### src/rtl/core/udiv64_pkg.sv
`default_nettype none

package udiv64_pkg;

  // Port width of every operand and result field
  localparam int unsigned DATA_W = 64;

  // Width over which the division is carried out (8 to 64)
  localparam int unsigned OPERAND_WIDTH = 64;

  // Iteration counter: one quotient bit per step
  localparam int unsigned CNT_W = $clog2(OPERAND_WIDTH);

  typedef logic [DATA_W-1:0]        data_t;
  typedef logic [OPERAND_WIDTH-1:0] opnd_t;
  typedef logic [CNT_W-1:0]         cnt_t;

  // Number of the final step, counted down to zero
  localparam cnt_t LAST_STEP_INIT = cnt_t'(OPERAND_WIDTH - 1);

  typedef enum logic [1:0] {
    ST_IDLE,
    ST_RUN,
    ST_DONE
  } ctrl_state_t;

  // Controller to datapath
  typedef struct packed {
    logic load;     // capture operands, clear partial remainder
    logic step;     // one restoring division step
    logic publish;  // copy the finished result to the output register
  } dp_cmd_t;

  // Datapath to controller
  typedef struct packed {
    logic last_step;  // the step now pending is the final one
  } dp_sts_t;

endpackage

`default_nettype wire

### src/rtl/core/udiv64_in_if.sv
`default_nettype none

interface udiv64_in_if;
  import udiv64_pkg::*;

  logic  valid;
  logic  ready;
  data_t dividend;
  data_t divisor;

  modport source (output valid, output dividend, output divisor, input ready);
  modport sink   (input valid, input dividend, input divisor, output ready);
endinterface

`default_nettype wire

### src/rtl/core/udiv64_out_if.sv
`default_nettype none

interface udiv64_out_if;
  import udiv64_pkg::*;

  logic  valid;
  logic  ready;
  data_t quotient;
  data_t remainder;
  logic  divide_by_zero;

  modport source (output valid, output quotient, output remainder,
                  output divide_by_zero, input ready);
  modport sink   (input valid, input quotient, input remainder,
                  input divide_by_zero, output ready);
endinterface

`default_nettype wire

### src/rtl/core/unsigned_divider_64.sv
// unsigned_divider_64: 64-bit unsigned integer divider.
//
// Input channel in_txn carries dividend and divisor; output channel out_txn
// carries quotient, remainder and divide_by_zero. Both use valid/ready; a
// transaction completes on a rising clk edge with valid and ready high.
// A zero divisor gives an all-ones quotient, the dividend as remainder and
// divide_by_zero set.
//
// The operands are loaded on the accepting edge; 64 restoring steps of one
// quotient bit each then run through a single 66-bit subtractor, and the
// result is moved to the output register. A new transaction is accepted
// only after the previous result has moved to the output register.
//
// The output register is separate from the working registers, so a new
// transaction is accepted while a result waits to be taken. If the receiver
// stalls, the next finished result waits in the datapath until the output
// register drains; in_txn.ready stays low meanwhile.
// Reset (rst_n, synchronous, active low) returns the controller to idle and
// drops out_txn.valid; any operation in progress is discarded.
`default_nettype none

module unsigned_divider_64 (
  input  wire logic     clk,
  input  wire logic     rst_n,
  udiv64_in_if.sink     in_txn,
  udiv64_out_if.source  out_txn
);
  import udiv64_pkg::*;

  dp_cmd_t cmd;
  dp_sts_t sts;

  // Sequencer
  udiv64_ctrl u_ctrl (
    .clk       (clk),
    .rst_n     (rst_n),
    .in_valid  (in_txn.valid),
    .in_ready  (in_txn.ready),
    .out_valid (out_txn.valid),
    .out_ready (out_txn.ready),
    .cmd       (cmd),
    .sts       (sts)
  );

  // Shift-subtract datapath
  udiv64_dp u_dp (
    .clk            (clk),
    .cmd            (cmd),
    .sts            (sts),
    .dividend       (in_txn.dividend),
    .divisor        (in_txn.divisor),
    .quotient       (out_txn.quotient),
    .remainder      (out_txn.remainder),
    .divide_by_zero (out_txn.divide_by_zero)
  );

  // Checks
  a_accept_loads: assert property (@(posedge clk) disable iff (!rst_n)
    (in_txn.valid && in_txn.ready) |-> cmd.load)
    else $error("input transaction without operand load");

  a_busy_after_accept: assert property (@(posedge clk) disable iff (!rst_n)
    (in_txn.valid && in_txn.ready) |=> !in_txn.ready)
    else $error("ready still high while an operation runs");

  a_publish_valid: assert property (@(posedge clk) disable iff (!rst_n)
    cmd.publish |=> out_txn.valid)
    else $error("published result not presented");

  a_no_overlap: assert property (@(posedge clk) disable iff (!rst_n)
    !(cmd.load && (cmd.step || cmd.publish)))
    else $error("conflicting datapath commands");

endmodule

`default_nettype wire

### src/rtl/core/udiv64_dp.sv
`default_nettype none

module udiv64_dp (
  input  wire logic               clk,
  input  wire udiv64_pkg::dp_cmd_t cmd,
  output udiv64_pkg::dp_sts_t     sts,
  input  wire udiv64_pkg::data_t  dividend,
  input  wire udiv64_pkg::data_t  divisor,
  output udiv64_pkg::data_t       quotient,
  output udiv64_pkg::data_t       remainder,
  output logic                    divide_by_zero
);
  import udiv64_pkg::*;

  // Working registers
  opnd_t rem_r, rem_nxt;
  opnd_t quo_r, quo_nxt;
  opnd_t den_r;
  logic  dz_r;
  cnt_t  cnt_r, cnt_nxt;

  // Output register, free to hold a result while the next one is worked on
  opnd_t q_out_r;
  opnd_t r_out_r;
  logic  dz_out_r;

  logic [OPERAND_WIDTH:0]   shifted;
  logic [OPERAND_WIDTH+1:0] diff;
  logic                     borrow;

  // Restoring step: shift in next dividend bit, trial-subtract the divisor.
  // A zero divisor yields all-ones quotient and remainder equal to dividend.
  always_comb begin
    shifted = {rem_r, quo_r[OPERAND_WIDTH-1]};
    diff    = {1'b0, shifted} - {2'b00, den_r};
    borrow  = diff[OPERAND_WIDTH+1];
    rem_nxt = borrow ? shifted[OPERAND_WIDTH-1:0] : diff[OPERAND_WIDTH-1:0];
    quo_nxt = {quo_r[OPERAND_WIDTH-2:0], ~borrow};
    cnt_nxt = cnt_r - cnt_t'(1);
  end

  always_ff @(posedge clk) begin
    if (cmd.load) begin
      rem_r <= '0;
      quo_r <= dividend[OPERAND_WIDTH-1:0];
      den_r <= divisor[OPERAND_WIDTH-1:0];
      dz_r  <= (divisor[OPERAND_WIDTH-1:0] == '0);
      cnt_r <= LAST_STEP_INIT;
    end else if (cmd.step) begin
      rem_r <= rem_nxt;
      quo_r <= quo_nxt;
      cnt_r <= cnt_nxt;
    end
  end

  always_ff @(posedge clk) begin
    if (cmd.publish) begin
      q_out_r  <= quo_r;
      r_out_r  <= rem_r;
      dz_out_r <= dz_r;
    end
  end

  assign sts.last_step  = (cnt_r == '0);
  assign quotient       = data_t'(q_out_r);
  assign remainder      = data_t'(r_out_r);
  assign divide_by_zero = dz_out_r;

endmodule

`default_nettype wire

### src/rtl/core/udiv64_ctrl.sv
`default_nettype none

module udiv64_ctrl (
  input  wire logic                clk,
  input  wire logic                rst_n,
  input  wire logic                in_valid,
  output logic                     in_ready,
  output logic                     out_valid,
  input  wire logic                out_ready,
  output udiv64_pkg::dp_cmd_t      cmd,
  input  wire udiv64_pkg::dp_sts_t sts
);
  import udiv64_pkg::*;

  ctrl_state_t state_r, state_nxt;
  logic        out_valid_r, out_valid_nxt;

  // State and output-valid registers
  always_ff @(posedge clk) begin
    if (!rst_n) begin
      state_r     <= ST_IDLE;
      out_valid_r <= 1'b0;
    end else begin
      state_r     <= state_nxt;
      out_valid_r <= out_valid_nxt;
    end
  end

  // Next state and datapath commands
  always_comb begin
    state_nxt   = state_r;
    cmd         = '0;
    in_ready    = 1'b0;
    unique case (state_r)
      ST_IDLE: begin
        in_ready = 1'b1;
        if (in_valid) begin
          cmd.load  = 1'b1;
          state_nxt = ST_RUN;
        end
      end
      ST_RUN: begin
        cmd.step = 1'b1;
        if (sts.last_step) begin
          state_nxt = ST_DONE;
        end
      end
      ST_DONE: begin
        // wait for the output register to free up
        if (!out_valid_r || out_ready) begin
          cmd.publish = 1'b1;
          state_nxt   = ST_IDLE;
        end
      end
      default: begin
        state_nxt = ST_IDLE;
      end
    endcase
  end

  // Output transaction flag
  always_comb begin
    if (cmd.publish) begin
      out_valid_nxt = 1'b1;
    end else if (out_ready) begin
      out_valid_nxt = 1'b0;
    end else begin
      out_valid_nxt = out_valid_r;
    end
  end

  assign out_valid = out_valid_r;

endmodule

`default_nettype wire
### src/flat_wrapper.sv
// flat-port wrapper written by rule: the top's interface ports become plain ports
module unsigned_divider_64_flat import udiv64_pkg::*;
  (clk, rst_n, in_txn_valid, in_txn_dividend, in_txn_divisor, in_txn_ready, out_txn_valid, out_txn_quotient, out_txn_remainder, out_txn_divide_by_zero, out_txn_ready);
  udiv64_in_if in_txn_i ();
  udiv64_out_if out_txn_i ();
  input  wire logic clk;
  input  wire logic rst_n;
  input wire logic [$bits(in_txn_i.valid)-1:0] in_txn_valid;
  input wire logic [$bits(in_txn_i.dividend)-1:0] in_txn_dividend;
  input wire logic [$bits(in_txn_i.divisor)-1:0] in_txn_divisor;
  output wire logic [$bits(in_txn_i.ready)-1:0] in_txn_ready;
  output wire logic [$bits(out_txn_i.valid)-1:0] out_txn_valid;
  output wire logic [$bits(out_txn_i.quotient)-1:0] out_txn_quotient;
  output wire logic [$bits(out_txn_i.remainder)-1:0] out_txn_remainder;
  output wire logic [$bits(out_txn_i.divide_by_zero)-1:0] out_txn_divide_by_zero;
  input wire logic [$bits(out_txn_i.ready)-1:0] out_txn_ready;
  assign in_txn_i.valid = in_txn_valid;
  assign in_txn_i.dividend = in_txn_dividend;
  assign in_txn_i.divisor = in_txn_divisor;
  assign in_txn_ready = in_txn_i.ready;
  assign out_txn_valid = out_txn_i.valid;
  assign out_txn_quotient = out_txn_i.quotient;
  assign out_txn_remainder = out_txn_i.remainder;
  assign out_txn_divide_by_zero = out_txn_i.divide_by_zero;
  assign out_txn_i.ready = out_txn_ready;
  unsigned_divider_64 u_core (.clk(clk), .rst_n(rst_n), .in_txn(in_txn_i), .out_txn(out_txn_i));
endmodule
### config.mk
export PLATFORM = sky130hd
export DESIGN_NAME = unsigned_divider_64_flat
export DESIGN_NICKNAME = d
export VERILOG_FILES = /design/src/rtl/core/udiv64_pkg.sv /design/src/rtl/core/udiv64_in_if.sv /design/src/rtl/core/udiv64_out_if.sv /design/src/rtl/core/unsigned_divider_64.sv /design/src/rtl/core/udiv64_dp.sv /design/src/rtl/core/udiv64_ctrl.sv /design/src/flat_wrapper.sv
export SDC_FILE = /design/constraint.sdc
export NUM_CORES = 1
export LEC_CHECK = 0
export ABC_AREA = 1
export BUFFER_PORTS_ARGS = -buffer_cell sky130_fd_sc_hd__buf_2
export CORE_MARGIN = 10
export CORE_UTILIZATION = 34
export CTS_BUF_LIST = sky130_fd_sc_hd__clkbuf_4
export DETAILED_ROUTE_END_ITERATION = 7
export PLACE_DENSITY = 0.59
export SLEW_MARGIN = 10
export SYNTH_ARGS = -nofsm -noshare
export SYNTH_HDL_FRONTEND = slang
export SYNTH_HIERARCHICAL = 1
export SYNTH_SLANG_ARGS = --single-unit
### constraint.sdc
create_clock -name clk -period 5.7 [get_ports clk]
set_input_delay 0.855 -clock clk [delete_from_list [all_inputs] [get_ports clk]]
set_output_delay 0.855 -clock clk [all_outputs]
set_load 0.1 [all_outputs]
== Yosys cells after proc, flatten, opt, wreduce, memory -nomap -nowiden ==
Cells that the tools add are included.
Storage, ports and cells
  output and inout port bits: 131
  logic and storage cells: 41
  bits of input ports: 132
  register bits: 331
Operators by class
  muxes and demuxes: 15
  reductions and logical operators: 8
  add/subtract/negate cells: 2
  equality and inequality tests: 5
  bitwise logic cells: 1
Operators by type and width (count)
  $mux 64: 3
  $sub 65x64->66: 1
  $logic_not 64->1: 1
  $mux 1: 8
  $logic_not 6->1: 1
  $mux 2: 3
  $pmux 2 s3: 1
  $sub 6x1->6 const B: 1
  $ne 2x2->1 const B: 2
  $reduce_bool 2->1: 2
  $reduce_and 3->1: 1
  $eq 2x1->1 const B: 1
  $eq 2x2->1 const B: 1
  $logic_not 2->1: 1
  $ne 2x1->1 const B: 1
  $logic_not 1->1: 1
  $logic_or 1x1->1: 1
  $not 1->1: 1

== Depth between registers and ports, before layout ==
Gate-level depths: netlist of the first run.
  word-level depth: 5
  gate-level depth with buffers: 19
  mapped depth without buffers: 19

== By module ==
Netlist of the first run, hierarchy kept.
Modules (own cells, without submodules)
  udiv64_dp: sequential area each 9148.8 µm², area an instance 18063.6 µm², times used 1, cells an instance 2283
  udiv64_ctrl: sequential area each 60.1 µm², area an instance 157.7 µm², times used 1, cells an instance 21

== Worst setup path before layout of the first run ==
No wires, ideal clock.
  kind: register -> register
  start point: register u_core.u_ctrl.state_r[0]
  end point: register u_core.u_dp.quo_r[0] (enable)
  buffers on the path: 1
  setup time: 0.454 ns
  period minus slack after synthesis: 5.601 ns
  arrival: 5.147 ns
  cell stages (with the launch flop): 7
  data required time: 5.246 ns
  path slack: 0.099 ns
  path through: dfxtp_1 > nor2_2 > nand2_2 > inv_1 > nor2_1 > inv_1 > clkbuf_1
RTL lines
  from (decl): RTL line udiv64_ctrl.sv:15  | ctrl_state_t state_r, state_nxt;
  from (signal assigned): RTL line udiv64_ctrl.sv:24  | state_r <= state_nxt;
  to (signal assigned): RTL line udiv64_dp.sv:45  | quo_r <= dividend[OPERAND_WIDTH-1:0];
  to (signal assigned): RTL line udiv64_dp.sv:51  | quo_r <= quo_nxt;
  to (decl): RTL line udiv64_dp.sv:17  | opnd_t quo_r, quo_nxt;

== Worst setup path in the final report of the first run ==
  start point: register u_core.u_dp.rem_r[51]
  end point: register u_core.u_dp.rem_r[11]
Between the ends
  longest elaborated chain between the ends: 2
RTL lines
  from (decl): RTL line udiv64_dp.sv:16  | opnd_t rem_r, rem_nxt;
  from (signal assigned): RTL line udiv64_dp.sv:50  | rem_r <= rem_nxt;
  $sub 65x64->66: RTL line udiv64_dp.sv:35  | diff = {1'b0, shifted} - {2'b00, den_r};
  $mux 64: RTL line udiv64_dp.sv:37  | rem_nxt = borrow ? shifted[OPERAND_WIDTH-1:0] : diff[OPERAND_WIDTH-1:0];
Every way passes these cells.
A chain may end at the register's enable or synchronous reset.

==> metrics.txt, run 1 <==
outcome complete, no violations; starting density of the core 0.345; Worst-Skew Late Latency 0.83 ns; reg2reg setup slack 2.00 ns; setup_tns 0 ns; final worst path period need ~3.7 ns; hold bufs inserted after CTS 0; post_cts resized 0; Post-CTS Setup Inserts 0; Worst Setup Start Kind flip-flop; Post-route DRC 0; cell area after synthesis 18200 µm²; data required time of the worst path 6.38 ns; P_int 4180 µW; CTS tree yes; Syn Nets 2503; max layer used met5; Worst-path clk slew 0.07 ns; met2 WL 27200 µm; Yosys top cell by area edfxtp_1; via count 15600; Worst R2R Start u_core/u_dp/rem_r[51]; first-pass GRT wire length 90600 µm; hold_ws 0.219 ns; ys flop type edfxtp_1; Async S/R FF share, synth 0; Num Clock Sinks 331; hold crit path type primary input to flip-flop; top-count cell post-synth nand2_1; Post-Syn Instances around 2300; average cell area after synthesis 7.91 µm²; Synth Warn # 6; Num CTS Buffers 90; Worst-Margin Slew between 1 and 1.5 ns; Max Fclk 0.270 GHz; R2R cell count 13; die extent in x 252 µm; FP Rows between 80 and 90; Layout area overhead 17.7%; final wirelength slightly above 60000 µm; Tcrit/Tclk final 0.650; reg2reg end u_core/u_dp/rem_r[11]; Routed wire per std cell ~18 µm; max cap viols 0; Final Setup Violations 0; initial antenna violation count 3; post-detailed-route count of antenna-violating nets 0; EDFF count, synth 258; unrepaired setup endpoints after global routing no; grt total ovfl 0; GPL Wtd Cong about 0.94; Metal-1 WL about 27000 µm; Die H ~250 µm; Clk pwr share 0.371; Net Sw Power 1710 µW; GRT Total Usage 0.186; Root Driver clkbuf_4; Worst VDD drop 0.000111 V; CP endpoint kind flip-flop; IO buf count approximately 260; register area share after synthesis 0.505; # IOs 263; layout cell share with drive strength beyond 1 0.177; CP Max Fanout 35; Combinational Power Share 0.138; Vias/cell 4.61; Pwr Density 275 nW/µm²; area of the multi-input gates 7200 µm²; wire length on met3 4080 µm; Max Root-Sink Buffers 3; WHS Path Cells 1; Sw Ratio 0.290; Hold Crit Start in_txn_divisor[13]; Static Leak 0.0107 µW; total core area 52900 µm²; Netlist cell types 41; largest net degree at the start of global routing 88; Sequential cell area around 9200 µm²; DRT iter0 DRCs 1159; post-synth top area share 0.425; Fillers between 5000 and 6000; number of global-route vias before repair 15600; arrival time worst endpoint approximately 4.4 ns; Pwr Total ~5900 µW; Synth Register Bits 331; top cells by area, synth edfxtp_1 43%, nand2_1 18%, inv_1 8.4%; Flop pwr share 0.491; Fin. Hold Viols 0; hpwl dp 47700 µm; Die ar. 63300 µm²; Final nets 2821; Worst Setup Path Type flip-flop to flip-flop; WHS Endpoint u_core/u_dp/den_r[13]; Worst Skew 0.0576 ns; DR pass1 iterations 8; Slew Limit Fails 0; Slew headroom 0.279; Post-synth top cells 895 x nand2_1, 409 x inv_1, 258 x edfxtp_1; H-tree Lvls 3
-- worst max-delay path, cell delays in order, from the launching register on --
cell,delay [ns]
dfxtp_1,0.34
ha_1,0.37
nand2_1,0.16
inv_1,0.06
a21oi_1,0.28
nor2_1,0.10
o21bai_1,0.13
nand2_1,0.13
a21oi_4,0.81
nand2_4,0.57
buf_4,0.37
nand2_1,0.08
nand3_1,0.06
o21ai_0,0.13
-- flip-flops by register name, indices dropped and copies added (netlist names) --
signal / count
u_core/u_ctrl/out_valid: 1
u_core/u_ctrl/state_r: 2
u_core/u_dp/cnt_r: 6
u_core/u_dp/den_r: 64
u_core/u_dp/divide_by_zero: 1
u_core/u_dp/dz_r: 1
u_core/u_dp/quo_r: 64
u_core/u_dp/quotient: 64
u_core/u_dp/rem_r: 64
u_core/u_dp/remainder: 64
-- cell usage in the layout (no fill, tap or decap), types with 2 or more instances in the layout --
cell        synthesis  layout
nand4_1            19      19
edfxtp_1          258     258
nor2_4              2       3
o21a_1              3       3
o21bai_1            6       6
nand3_1           154     154
clkinv_1            1      14
nor3_2              1       2
clkinv_2            0       5
nand2_1           895     895
clkbuf_4            0     142
nand2_2            12      12
a31oi_1             2       2
ha_1               66      66
o21ai_0            31      31
or2_2               3       3
buf_4               6      12
a21oi_1            58      58
xnor2_1            30      30
clkinvlp_4          0       4
nor2_1            119     117
nor4_1             20      20
nor2_2             10      11
diode_2             0       3
buf_2              13     262
o21ai_1            13      13
nand3_2             4       4
dfxtp_1            73      73
and2_1              7       7
nor3_1              8       7
inv_2               7       8
nand3b_1           36      36
inv_1             409     407
-- worst max path at each step --
stage                                         from                     to  slack (ns)  depth (start not counted)
after floorplan           u_core/u_ctrl/state_r[0]   u_core/u_dp/quo_r[0]         0.1                          6
after global placement       u_core/u_dp/rem_r[51]  u_core/u_dp/rem_r[12]        2.02                         13
after detailed placement     u_core/u_dp/rem_r[51]  u_core/u_dp/rem_r[11]        1.98                         13
after CTS                    u_core/u_dp/rem_r[51]  u_core/u_dp/rem_r[11]        1.94                         13
after global routing         u_core/u_dp/rem_r[51]  u_core/u_dp/rem_r[11]        1.73                         13
final                        u_core/u_dp/rem_r[51]  u_core/u_dp/rem_r[11]        2.00                         13
-- cell type report --
cell class	count	area share
antenna	3	0.000350
sequential	331	0.429
tap	688	0.0401
inverter	417	0.0731
clock buffer	142	0.0497
multi-input combinational	1508	0.336
timing repair buffer	274	0.0653
clock inverter	24	0.00659
-- kinds of logic after synthesis --
| group | synth area share |
|---|---|
| AOI/OAI and AO/OA | 0.0357 |
| buffers and inverters | 0.100 |
| adders and majority gates | 0.0464 |
| and+or+nand+nor | 0.297 |
| xor gates and xnor gates | 0.0149 |
| DFF | 0.505 |
-- power by group through the flow --
stage	Combinational [µW]	Sequential (µW)	Clock, µW
after floorplan	346	3160	0
after global placement	813	2940	0
after detailed placement	817	2940	0
after CTS	823	2890	2280
after global routing	885	2900	2420
final	814	2890	2190
-- routing by layer --
| layer | vias to the layer above | track usage |
|---|---|---|
| li1 | 7961 | - |
| met1 | 7099 | 0.237 |
| met2 | 478 | 0.298 |
| met3 | 80 | 0.0475 |
| met4 | 2 | 0.0767 |
| met5 | - | 0 |
-- metrics by stage --
stage                util  instances  setup WS [ns]  instance area, µm²
floorplan               -       2304         0.0990               18200
global placement    0.383       3218           2.02               20200
detailed placement  0.383       3218           1.98               20200
CTS                 0.406       3384           1.94               21400
global route        0.406       3385           1.73               21400
finish              0.406       3387           2.00               21500
Note: power is estimated with default switching activity, not from simulation.
==> inputs of run 2 (changes only) <==
--- a/config.mk
+++ b/config.mk
@@ -11,7 +11,7 @@
 export CORE_UTILIZATION = 34
 export CTS_BUF_LIST = sky130_fd_sc_hd__clkbuf_4
 export DETAILED_ROUTE_END_ITERATION = 7
-export PLACE_DENSITY = 0.59
+export PLACE_DENSITY = 0.61
 export SLEW_MARGIN = 10
 export SYNTH_ARGS = -nofsm -noshare
 export SYNTH_HDL_FRONTEND = slang
==> constraint.sdc (replaced) <==
create_clock -name clk -period 3.4 [get_ports clk]
set_input_delay 0.51 -clock clk [delete_from_list [all_inputs] [get_ports clk]]
set_output_delay 0.51 -clock clk [all_outputs]
set_load 0.1 [all_outputs]
==> run 2 against run 1 <==
Net effect:
- first-iteration DRC count down 16%
- critical path depth up 5
- via count up 5.4%
- sequential cell count unchanged
- sequential power up 67%
- hold slack better by 0.15 ns
- power up 73%
- register-to-register slack worse by 1.5 ns
- largest power group unchanged
- clock-buffer cell count down 17
- combinational power up 87%
- die area unchanged
==> metrics.txt, run 2 (synthesis gave the netlist of run 1 again) <==
number of global-route vias before repair 16600 (was 15600); GPL Wtd Cong 0.942 (was 0.939); post-layout util 0.434 (was 0.406); slowest CP cell buf_4 (was a21oi_4); DR pass1 iterations 7 (was 8); Slowest Stage Delay on Critical Path 0.62 ns (was 0.81 ns); layout cell share with drive strength beyond 1 0.166 (was 0.177); Top Family by Delay on Critical Path simple AND/OR/NAND/NOR gates (was compound AO/OA/AOI/OAI gates); # IOs 263 (unchanged); reg2reg setup slack 0.51 ns (was 2.00 ns); Die H 252 µm (unchanged); Fin. Hold Viols 0 (unchanged); final wirelength 62300 µm (was 60400 µm); Final nets 2959 (was 2821); IO buf count 262 (unchanged); R2R cell count 18 (was 13); Worst Setup Path Type flip-flop to flip-flop (unchanged); Pwr Total 10200 µW (was 5890 µW); Tcrit/Tclk final 0.851 (was 0.650); starting density of the core 0.345 (unchanged); hpwl dp 47600 µm (was 47700 µm); first-pass GRT wire length 95900 µm (was 90600 µm); Worst Setup Start Kind flip-flop (unchanged); largest net degree at the start of global routing 91 (was 88); Max Root-Sink Buffers 3 (unchanged); Top cell by count, worst path nand2_1 (unchanged); Cell Chain, Critical Path ha_1 -> nand2_1 -> inv_1 -> nand2_1 -> nand2_1 -> nand2_1 -> nand3_2 -> nand2_2 -> nand2_2 -> nand2_2 -> nand2_2 -> nand2_2 -> buf_4 -> nand3_1 -> nand2_1 -> inv_1 -> nand2_1 -> nand2_1 (was ha_1 -> nand2_1 -> inv_1 -> a21oi_1 -> nor2_1 -> o21bai_1 -> nand2_1 -> a21oi_4 -> nand2_4 -> buf_4 -> nand2_1 -> nand3_1 -> o21ai_0); reg2reg end u_core/u_dp/rem_r[48] (was u_core/u_dp/rem_r[11]); pre-CTS WS 0.537 ns (was 1.98 ns); Max Fclk 0.345 GHz (was 0.270 GHz); Static Leak 0.0113 µW (was 0.0107 µW); post-detailed-route count of antenna-violating nets 0 (unchanged); final worst path period need 2.89 ns (was 3.70 ns); Routed wire per std cell 17.7 µm (was 17.8 µm); Layout area overhead 25.9% (was 17.7%); Vias/cell 4.67 (was 4.61); H-tree Lvls 3 (unchanged); Worst Skew 0.0632 ns (was 0.0576 ns); data required time of the worst path 4.16 ns (was 6.38 ns); Worst-Skew Late Latency 0.89 ns (was 0.83 ns); via count 16500 (was 15600); Post-CTS Setup Inserts 0 (unchanged); die extent in x 252 µm (unchanged); WHS Path Cells 2 (was 1); leading cell type in the layout, fill and taps excluded nand2_1 (unchanged); Worst-Margin Slew 0.887 ns (was 1.08 ns); Worst-path clk slew 0.06 ns (was 0.07 ns); Num Clock Sinks 331 (unchanged); most frequent cells in the layout 895 x nand2_1, 407 x inv_1, 262 x buf_2 (unchanged); max cap viols 0 (unchanged); Slew Limit Fails 0 (unchanged); Die ar. 63300 µm² (unchanged); Num CTS Buffers 91 (was 90); DRT iter0 DRCs 972 (was 1159); CTS tree yes (unchanged); Slew headroom 0.409 (was 0.279); CP endpoint kind flip-flop (unchanged); outcome complete, no violations (unchanged); grt total ovfl 0 (unchanged); Hold Crit Start in_txn_divisor[44] (was in_txn_divisor[13]); Pwr Density 445 nW/µm² (was 275 nW/µm²); hold_ws 0.370 ns (was 0.219 ns); Worst VDD drop 0.000265 V (was 0.000111 V); arrival time worst endpoint 3.66 ns (was 4.38 ns); WHS Endpoint u_core/u_dp/den_r[44] (was u_core/u_dp/den_r[13]); initial antenna violation count 2 (was 3); unrepaired setup endpoints after global routing no (unchanged); Final Setup Violations 0 (unchanged); Post-route DRC 0 (unchanged); worst path buffer plus inverter count 3 (was 2); final worst slack 0.505 ns (was 2.00 ns); hold crit path type primary input to flip-flop (unchanged); Worst R2R Start u_core/u_dp/rem_r[3] (was u_core/u_dp/rem_r[51]); CP Max Fanout 66 (was 35); total core area 52900 µm² (unchanged); GRT Total Usage 0.194 (was 0.186); FP Rows 84 (unchanged); setup_tns 0 ns (unchanged); Root Driver clkbuf_4 (unchanged)
## run 2: worst max path at each step
stage / depth (start not counted) / end / from
6_report: 18 / u_core/u_dp/rem_r[48] / u_core/u_dp/rem_r[3]
5_1_grt: 19 / u_core/u_dp/rem_r[52] / u_core/u_dp/den_r[24]
4_1_cts: 19 / u_core/u_dp/rem_r[60] / u_core/u_dp/den_r[24]
3_5_place_dp: 17 / u_core/u_dp/rem_r[2] / u_core/u_dp/den_r[6]
3_3_place_gp: 18 / u_core/u_dp/rem_r[50] / u_core/u_dp/rem_r[9]
2_1_floorplan: 6 / u_core/u_dp/quo_r[0] / u_core/u_ctrl/state_r[0]
## run 2: cell type report
cell class	count	area, µm²
Clock buffer	125	938
Inverter	417	1570
Fill cell	5362	29900
Timing Repair Buffer	411	2850
Sequential cell	331	9210
Clock inverter	40	305
Antenna cell	5	12.5
Multi-Input combinational cell	1508	7200
Tap cell	688	861
## run 2: repair_timing
| action | CTS | global route |
|---|---|---|
| hold endpoints to repair | 131 | 0 |
| setup endpoints to repair | 0 | 0 |
| resized for setup | 0 | 0 |
| hold buffers | 132 | 0 |
## run 2: power breakdown
group / switching (µW) / total [µW] / internal (µW)
Sequential: 113 / 4840 / 4730
Clock: 1810 / 3850 / 2040
Combinational: 1110 / 1520 / 412
Total: 3030 / 10200 / 7180
## run 2: per-layer routing
metal,vias to the layer above,track usage,wire length [µm]
met5,-,0,0
met2,512,0.328,29300
met3,80,0.0433,3810
met4,0,0.0507,1130
met1,7625,0.248,28100
li1,8248,-,-
## run 2: per-stage QoR
| stage | cell area (µm²) | cells |
|---|---|---|
| floorplan | 18200 | 2304 |
| global placement | 20400 | 3223 |
| detailed placement | 20400 | 3223 |
| CTS | 22900 | 3520 |
| global route | 22900 | 3525 |
| finish | 22900 | 3525 |
